`config.mk`:
```
export PLATFORM = sky130hd
export DESIGN_NAME = imu_frame_deframer_crc16_unit
export DESIGN_NICKNAME = d
export VERILOG_FILES = /design/src/rtl/core/idf_pkg.sv /design/src/rtl/core/idf_crc_cell.sv /design/src/rtl/core/imu_frame_deframer_crc16_unit.sv
export SDC_FILE = /design/constraint.sdc
export NUM_CORES = 1
export LEC_CHECK = 0
export BUFFER_PORTS_ARGS = -buffer_cell sky130_fd_sc_hd__buf_4
export CAP_MARGIN = 10
export CORE_MARGIN = 1.5
export CORE_UTILIZATION = 40
export DETAILED_ROUTE_END_ITERATION = 8
export GPL_TIMING_DRIVEN = 0
export HOLD_SLACK_MARGIN = 0.03
export PLACE_DENSITY = 0.6
export SLEW_MARGIN = 25
export SYNTH_ARGS = -nofsm -noshare
export SYNTH_HDL_FRONTEND = slang
export SYNTH_SLANG_ARGS = --single-unit
```
`constraint.sdc`:
```
create_clock -name aclk -period 5.5 [get_ports aclk]
set_input_delay 0.55 -clock aclk [delete_from_list [all_inputs] [get_ports aclk]]
set_output_delay 0.55 -clock aclk [all_outputs]
set_load 0.02 [all_outputs]
```
`src/rtl/core/idf_pkg.sv`:
```
package idf_pkg;

    localparam int FRAME_BYTES = 19;
    localparam int CRC_CELLS   = 16;

    localparam logic [7:0]  HDR_BYTE0 = 8'h55;
    localparam logic [7:0]  HDR_BYTE1 = 8'hAA;
    localparam logic [7:0]  TAIL_BYTE = 8'h0A;
    localparam logic [7:0]  ID_MIN    = 8'h01;
    localparam logic [7:0]  ID_MAX    = 8'h03;
    localparam logic [15:0] CRC_INIT  = 16'hFFFF;
    localparam logic [15:0] CRC_POLY  = 16'h1021;

    typedef logic [15:0] crc_table_t [256];

    function automatic crc_table_t build_crc_table();
        crc_table_t tbl;
        logic [16:0] v;
        for (int idx = 0; idx < 256; idx++) begin
            v = {1'b0, idx[7:0], 8'h00};
            for (int k = 0; k < 8; k++) begin
                v = {v[15:0], 1'b0};
                if (v[16]) begin
                    v = v ^ {1'b0, CRC_POLY};
                end
                v[16] = 1'b0;
            end
            tbl[idx] = v[15:0];
        end
        return tbl;
    endfunction

    localparam crc_table_t CRC_TABLE = build_crc_table();

    // one byte through the table-driven crc
    function automatic logic [15:0] crc_step(input logic [15:0] crc, input logic [7:0] b);
        return {crc[14:0], 1'b0} ^ CRC_TABLE[crc[15:8] ^ b];
    endfunction

endpackage

```
`src/rtl/core/idf_crc_cell.sv`:
```
module idf_crc_cell
    import idf_pkg::*;
(
    input  logic        aclk,
    input  logic        aresetn,
    input  logic        shift_en,
    input  logic [15:0] crc_in,
    input  logic [7:0]  byte_in,
    output logic [15:0] crc_out
);

    logic [15:0] crc_reg;
    logic [15:0] crc_next;

    // crc over one more byte than the neighbor upstream
    assign crc_next = crc_step(crc_in, byte_in);
    assign crc_out  = crc_reg;

    always_ff @(posedge aclk) begin
        if (!aresetn) begin
            crc_reg <= CRC_INIT;
        end else if (shift_en) begin
            crc_reg <= crc_next;
        end
    end

endmodule

```
`src/rtl/core/imu_frame_deframer_crc16_unit.sv`:
```
// result: a frame result is registered and shows in the cycle after its tail byte item is taken
// throughput: one byte item per cycle while s_ready is high; the crc cells update each byte
// one output register: the next item is taken in the cycle the result is taken
// reset: synchronous active-low aresetn clears window, crc cells, delay line,
// consume counter, frame counters and output valid
module imu_frame_deframer_crc16_unit
    import idf_pkg::*;
(
    input  logic        aclk,
    input  logic        aresetn,
    input  logic        s_valid,
    output logic        s_ready,
    input  logic [7:0]  s_rx_byte,
    output logic        m_valid,
    input  logic        m_ready,
    output logic [1:0]  m_record_id,
    output logic [31:0] m_word_one,
    output logic [31:0] m_word_two,
    output logic [31:0] m_word_three,
    output logic [31:0] m_good_frames,
    output logic [31:0] m_crc_failures
);

    // byte window, entry 0 is the oldest byte
    logic [7:0]  win_reg  [FRAME_BYTES];
    logic [7:0]  win_next [FRAME_BYTES];

    // crc chain: cell j holds the crc over the last j+1 bytes
    logic [15:0] cell_crc [CRC_CELLS];
    logic [15:0] cell_in  [CRC_CELLS];

    // finished crcs, delayed so they line up with the frame start
    logic [15:0] full_d1_reg, full_d2_reg;
    logic [15:0] tail_d1_reg, tail_d2_reg;

    logic [4:0]  consume_reg, consume_next;
    logic [31:0] good_count_reg, good_count_next;
    logic [31:0] fail_count_reg, fail_count_next;
    logic        m_valid_reg;

    logic        take;
    logic        framed;
    logic        crc_ok;
    logic        frame_ok;
    logic        crc_bad;
    logic [15:0] wire_crc;

    // output register parts the channels, refilled as it drains
    assign s_ready = !m_valid_reg || m_ready;
    assign take    = s_valid && s_ready;
    assign m_valid = m_valid_reg;

    always_comb begin
        for (int i = 0; i < FRAME_BYTES - 1; i++) begin
            win_next[i] = win_reg[i + 1];
        end
        win_next[FRAME_BYTES - 1] = s_rx_byte;
    end

    // cell 0 starts a fresh crc at every byte
    always_comb begin
        cell_in[0] = CRC_INIT;
        for (int j = 1; j < CRC_CELLS; j++) begin
            cell_in[j] = cell_crc[j - 1];
        end
    end

    genvar g;
    generate
        for (g = 0; g < CRC_CELLS; g++) begin : g_cell
            idf_crc_cell u_cell (
                .aclk     (aclk),
                .aresetn  (aresetn),
                .shift_en (take),
                .crc_in   (cell_in[g]),
                .byte_in  (s_rx_byte),
                .crc_out  (cell_crc[g])
            );
        end
    endgenerate

    // when the tail arrives, the cells have just seen byte 17; two stages back
    // they had just seen byte 15, the last byte under the crc
    assign wire_crc = {win_next[17], win_next[16]};

    assign framed = (consume_reg == 5'd0)
                 && (win_next[0] == HDR_BYTE0)
                 && (win_next[1] == HDR_BYTE1)
                 && (win_next[FRAME_BYTES - 1] == TAIL_BYTE)
                 && (win_next[3] >= ID_MIN)
                 && (win_next[3] <= ID_MAX);

    assign crc_ok   = (full_d2_reg == wire_crc) || (tail_d2_reg == wire_crc);
    assign frame_ok = framed && crc_ok;
    assign crc_bad  = framed && !crc_ok;

    always_comb begin
        consume_next    = consume_reg;
        good_count_next = good_count_reg;
        fail_count_next = fail_count_reg;
        if (take) begin
            if (consume_reg != 5'd0) begin
                consume_next = consume_reg - 5'd1;
            end else if (frame_ok) begin
                // bytes of this frame never start another one
                consume_next    = 5'(FRAME_BYTES - 1);
                good_count_next = good_count_reg + 32'd1;
            end else if (crc_bad) begin
                fail_count_next = fail_count_reg + 32'd1;
            end
        end
    end

    always_ff @(posedge aclk) begin
        if (!aresetn) begin
            for (int i = 0; i < FRAME_BYTES; i++) begin
                win_reg[i] <= 8'd0;
            end
            full_d1_reg    <= 16'd0;
            full_d2_reg    <= 16'd0;
            tail_d1_reg    <= 16'd0;
            tail_d2_reg    <= 16'd0;
            consume_reg    <= 5'd0;
            good_count_reg <= 32'd0;
            fail_count_reg <= 32'd0;
            m_valid_reg    <= 1'b0;
        end else begin
            if (take) begin
                win_reg     <= win_next;
                full_d1_reg <= cell_crc[CRC_CELLS - 1];
                full_d2_reg <= full_d1_reg;
                tail_d1_reg <= cell_crc[CRC_CELLS - 3];
                tail_d2_reg <= tail_d1_reg;
            end
            consume_reg    <= consume_next;
            good_count_reg <= good_count_next;
            fail_count_reg <= fail_count_next;
            if (take && frame_ok) begin
                m_valid_reg <= 1'b1;
            end else if (m_ready) begin
                m_valid_reg <= 1'b0;
            end
        end
    end

    // result payload, loaded only with an accepted frame
    always_ff @(posedge aclk) begin
        if (take && frame_ok) begin
            m_record_id    <= win_next[3][1:0];
            m_word_one     <= {win_next[7],  win_next[6],  win_next[5],  win_next[4]};
            m_word_two     <= {win_next[11], win_next[10], win_next[9],  win_next[8]};
            m_word_three   <= {win_next[15], win_next[14], win_next[13], win_next[12]};
            m_good_frames  <= good_count_next;
            m_crc_failures <= fail_count_reg;
        end
    end

`ifndef NO_ASSERTIONS
    a_frame_gives_result: assert property (@(posedge aclk) disable iff (!aresetn)
        take && frame_ok |=> m_valid)
        else $error("accepted frame produced no result");

    a_frame_consumes: assert property (@(posedge aclk) disable iff (!aresetn)
        take && frame_ok |=> consume_reg == 5'(FRAME_BYTES - 1))
        else $error("accepted frame did not start consumption");

    a_good_count_step: assert property (@(posedge aclk) disable iff (!aresetn)
        take && frame_ok |=> m_good_frames == $past(good_count_reg) + 32'd1)
        else $error("good frame count out of step");

    a_no_frame_while_consuming: assert property (@(posedge aclk) disable iff (!aresetn)
        consume_reg != 5'd0 |=> good_count_reg == $past(good_count_reg))
        else $error("frame accepted inside a consumed frame");
`endif

endmodule

```
==> out/results.ini <==
[routing]
remaining_drc_errors=0
drt_iter0_drc=1385
antenna_left=0
wl_um=73100
vias=20941
drt-pass1-iter-count=5
wire_per_inst_um=17.6
viasPerCell=5.04

[clock_network]
htreeDepth=3
path_clk_slew_ps=60
cts_inserted_buffers=74
hold_buffers=0
clk_path_buf_depth=3
cts-root-buf=clkbuf_16
cts_setup_buffers=0
insertion_delay_ps=630
cts_tree=done
cts_resized=0
clock-sinks=687

[pwr]
ir_drop_mv=0.209
leakage_nw=12.1
p_per_area_nw_per_um2=397

[placement]
gp_congestion=0.836
port_buffers=174
dp.cells=4021
dpl.hpwl_um=51800

[global_route]
use_met3=0.0319
globalRoute.busiestLayer=met2
gr-total-overflow=0
grt_pass1_vias=20349
grt_pass1_wl_um=115000
met1_usage=0.268
grt_use_met2=0.326
grt_max_degree=35
antenna_found_initial=0
grt_usage=0.198

[logic_synthesis]
synth_edf_count=162
synthTopCellsByArea=dfxtp_1 (37%), edfxtp_1 (17%), xnor2_1 (12%)
ys_async_sr_fraction=0
yosys_warnings=0
syn_nets=2915
synth_top_area_share=0.369
synth-seq-cells=687
ys_seq_area_frac=0.540
avgSynthCellArea_um2=9.82
syn_area_um2=28500
syn_inst=2899
synth_top_area_cell=dfxtp_1
ys_types=47
synth_ff_type=dfxtp_1

[layout]
nets=3173
area_delta_synth_final_pct=17.9
largest_reg_flops=247
layout-drive-gt1-share=0.104
mostFrequentLayoutCell=nand2_1
nFillCells=6700
final_cell_mix=nand2_1 (711), dfxtp_1 (525), xnor2_1 (403)
final_util=0.478
insertedDiodeCount=0
layout.cells.non_filler=4157

[die]
die_area_um2=72800
ios=176
die_y_um=270
initial_core_util=0.405
core_area_um2=70300
die_w_um=270
row_count=97

[timing]
setup_viol_count_final=0
rsz0062_at_grt=no
slew_headroom=0.242
hold_viol_final=0
tns_ps=0
slew_viol_final=0
fin_crit_sh=0.638
clock_skew_ps=27.7
hold_ws_ps=210
max_clock_freq_mhz=285
period_minus_slack_ps=3510
worst_slew_pin_slew_ps=1130

[worst_setup_path]
crit_fanout=34
endpoint_kind=flip-flop
arrival_ps=3820
crit_type=flip-flop to flip-flop
start_kind=flip-flop
cp_data_required_time_ps=5810

[job]
drv_cap=0

[min_path]
min_path_type=input port to flip-flop

[run_status]
status=finished clean

[logic make-up after synthesis]
logic type                 Yosys count  synth area share
AOI/OAI and AO/OA                  527             0.118
buffers and inverters              211            0.0283
muxes                               21           0.00743
and+or+nand+nor                    917             0.141
DFF                                687             0.540
adders and majority gates            4           0.00176
xor gates and xnor gates           532             0.164
[worst max-delay path, cell delays in order (launching register included)]
cell,delay [ps]
dfxtp_1,320
inv_1,90
ha_1,160
nor4b_1,390
nand3_1,250
nor4_2,530
nand2_1,220
clkinvlp_4,460
buf_12,270
buf_12,220
buf_12,230
[metal layers]
metal  vias to the layer above  part of all wire
li1                      10408                 -
met2                       422              0.47
met5                         -                 0
met4                         0             0.018
met1                     10032              0.46
met3                        79             0.046
[power breakdown]
part	switching [W]	internal (W)
registers	0.000339	0.00550
clock network	0.00209	0.00285
logic	0.00138	0.00116
[final cells by class]
| type | count | area (um^2) | area share |
|---|---|---|---|
| multi-input cells | 2001 | 12300 | 0.367 |
| inverters | 14 | 56.3 | 0.00168 |
| plain buffers | 197 | 762 | 0.0227 |
| flip-flops and latches | 687 | 15400 | 0.458 |
| well taps | 940 | 1180 | 0.0350 |
| clock inverters | 31 | 320 | 0.00954 |
| clock buffers | 105 | 2110 | 0.0629 |
| repair buffers | 182 | 1440 | 0.0429 |
[through the flow]
| step | setup WS, ps | power (W) | area, um^2 |
|---|---|---|---|
| after CTS | 1920 | 0.0134 | 33600 |
| after global placement | -1040 | 0.00845 | 31000 |
| after detailed placement | 1420 | 0.00847 | 31100 |
| final | 1990 | 0.0133 | 33600 |
| after floorplan | 1010 | 0.00786 | 28500 |
| after global routing | 1740 | 0.0139 | 33600 |
[worst paths after layout]
check                                   start  depth (start not counted)  slack, ps                          end
setup / recovery  consume_reg[0]$_SDFFE_PN0P_                         10       1990     m_word_one[16]$_DFFE_PP_
hold / removal                   s_rx_byte[0]                          3        210     win_next[8]$_SDFFE_PN0P_
setup reg to reg  consume_reg[0]$_SDFFE_PN0P_                         10       1990     m_word_one[16]$_DFFE_PP_
hold reg to reg   full_d1_reg[1]$_SDFFE_PN0P_                          2        450  full_d2_reg[1]$_SDFFE_PN0P_
[synth_stat cells (8+ instances only)]
cell type	number
nand3_1	35
a21oi_1	241
nand2b_1	18
and3_1	8
or4_4	8
clkbuf_1	180
nand4_1	27
or4_1	23
o31ai_1	14
nor2_1	15
or3_1	15
o21ai_0	14
and2_1	14
nand2_1	711
mux2i_1	20
dfxtp_1	525
buf_1	10
inv_1	14
xnor2_1	404
xor2_1	127
edfxtp_1	162
o211ai_1	241
nor4_1	15
(Power assumes the default switching activity.)
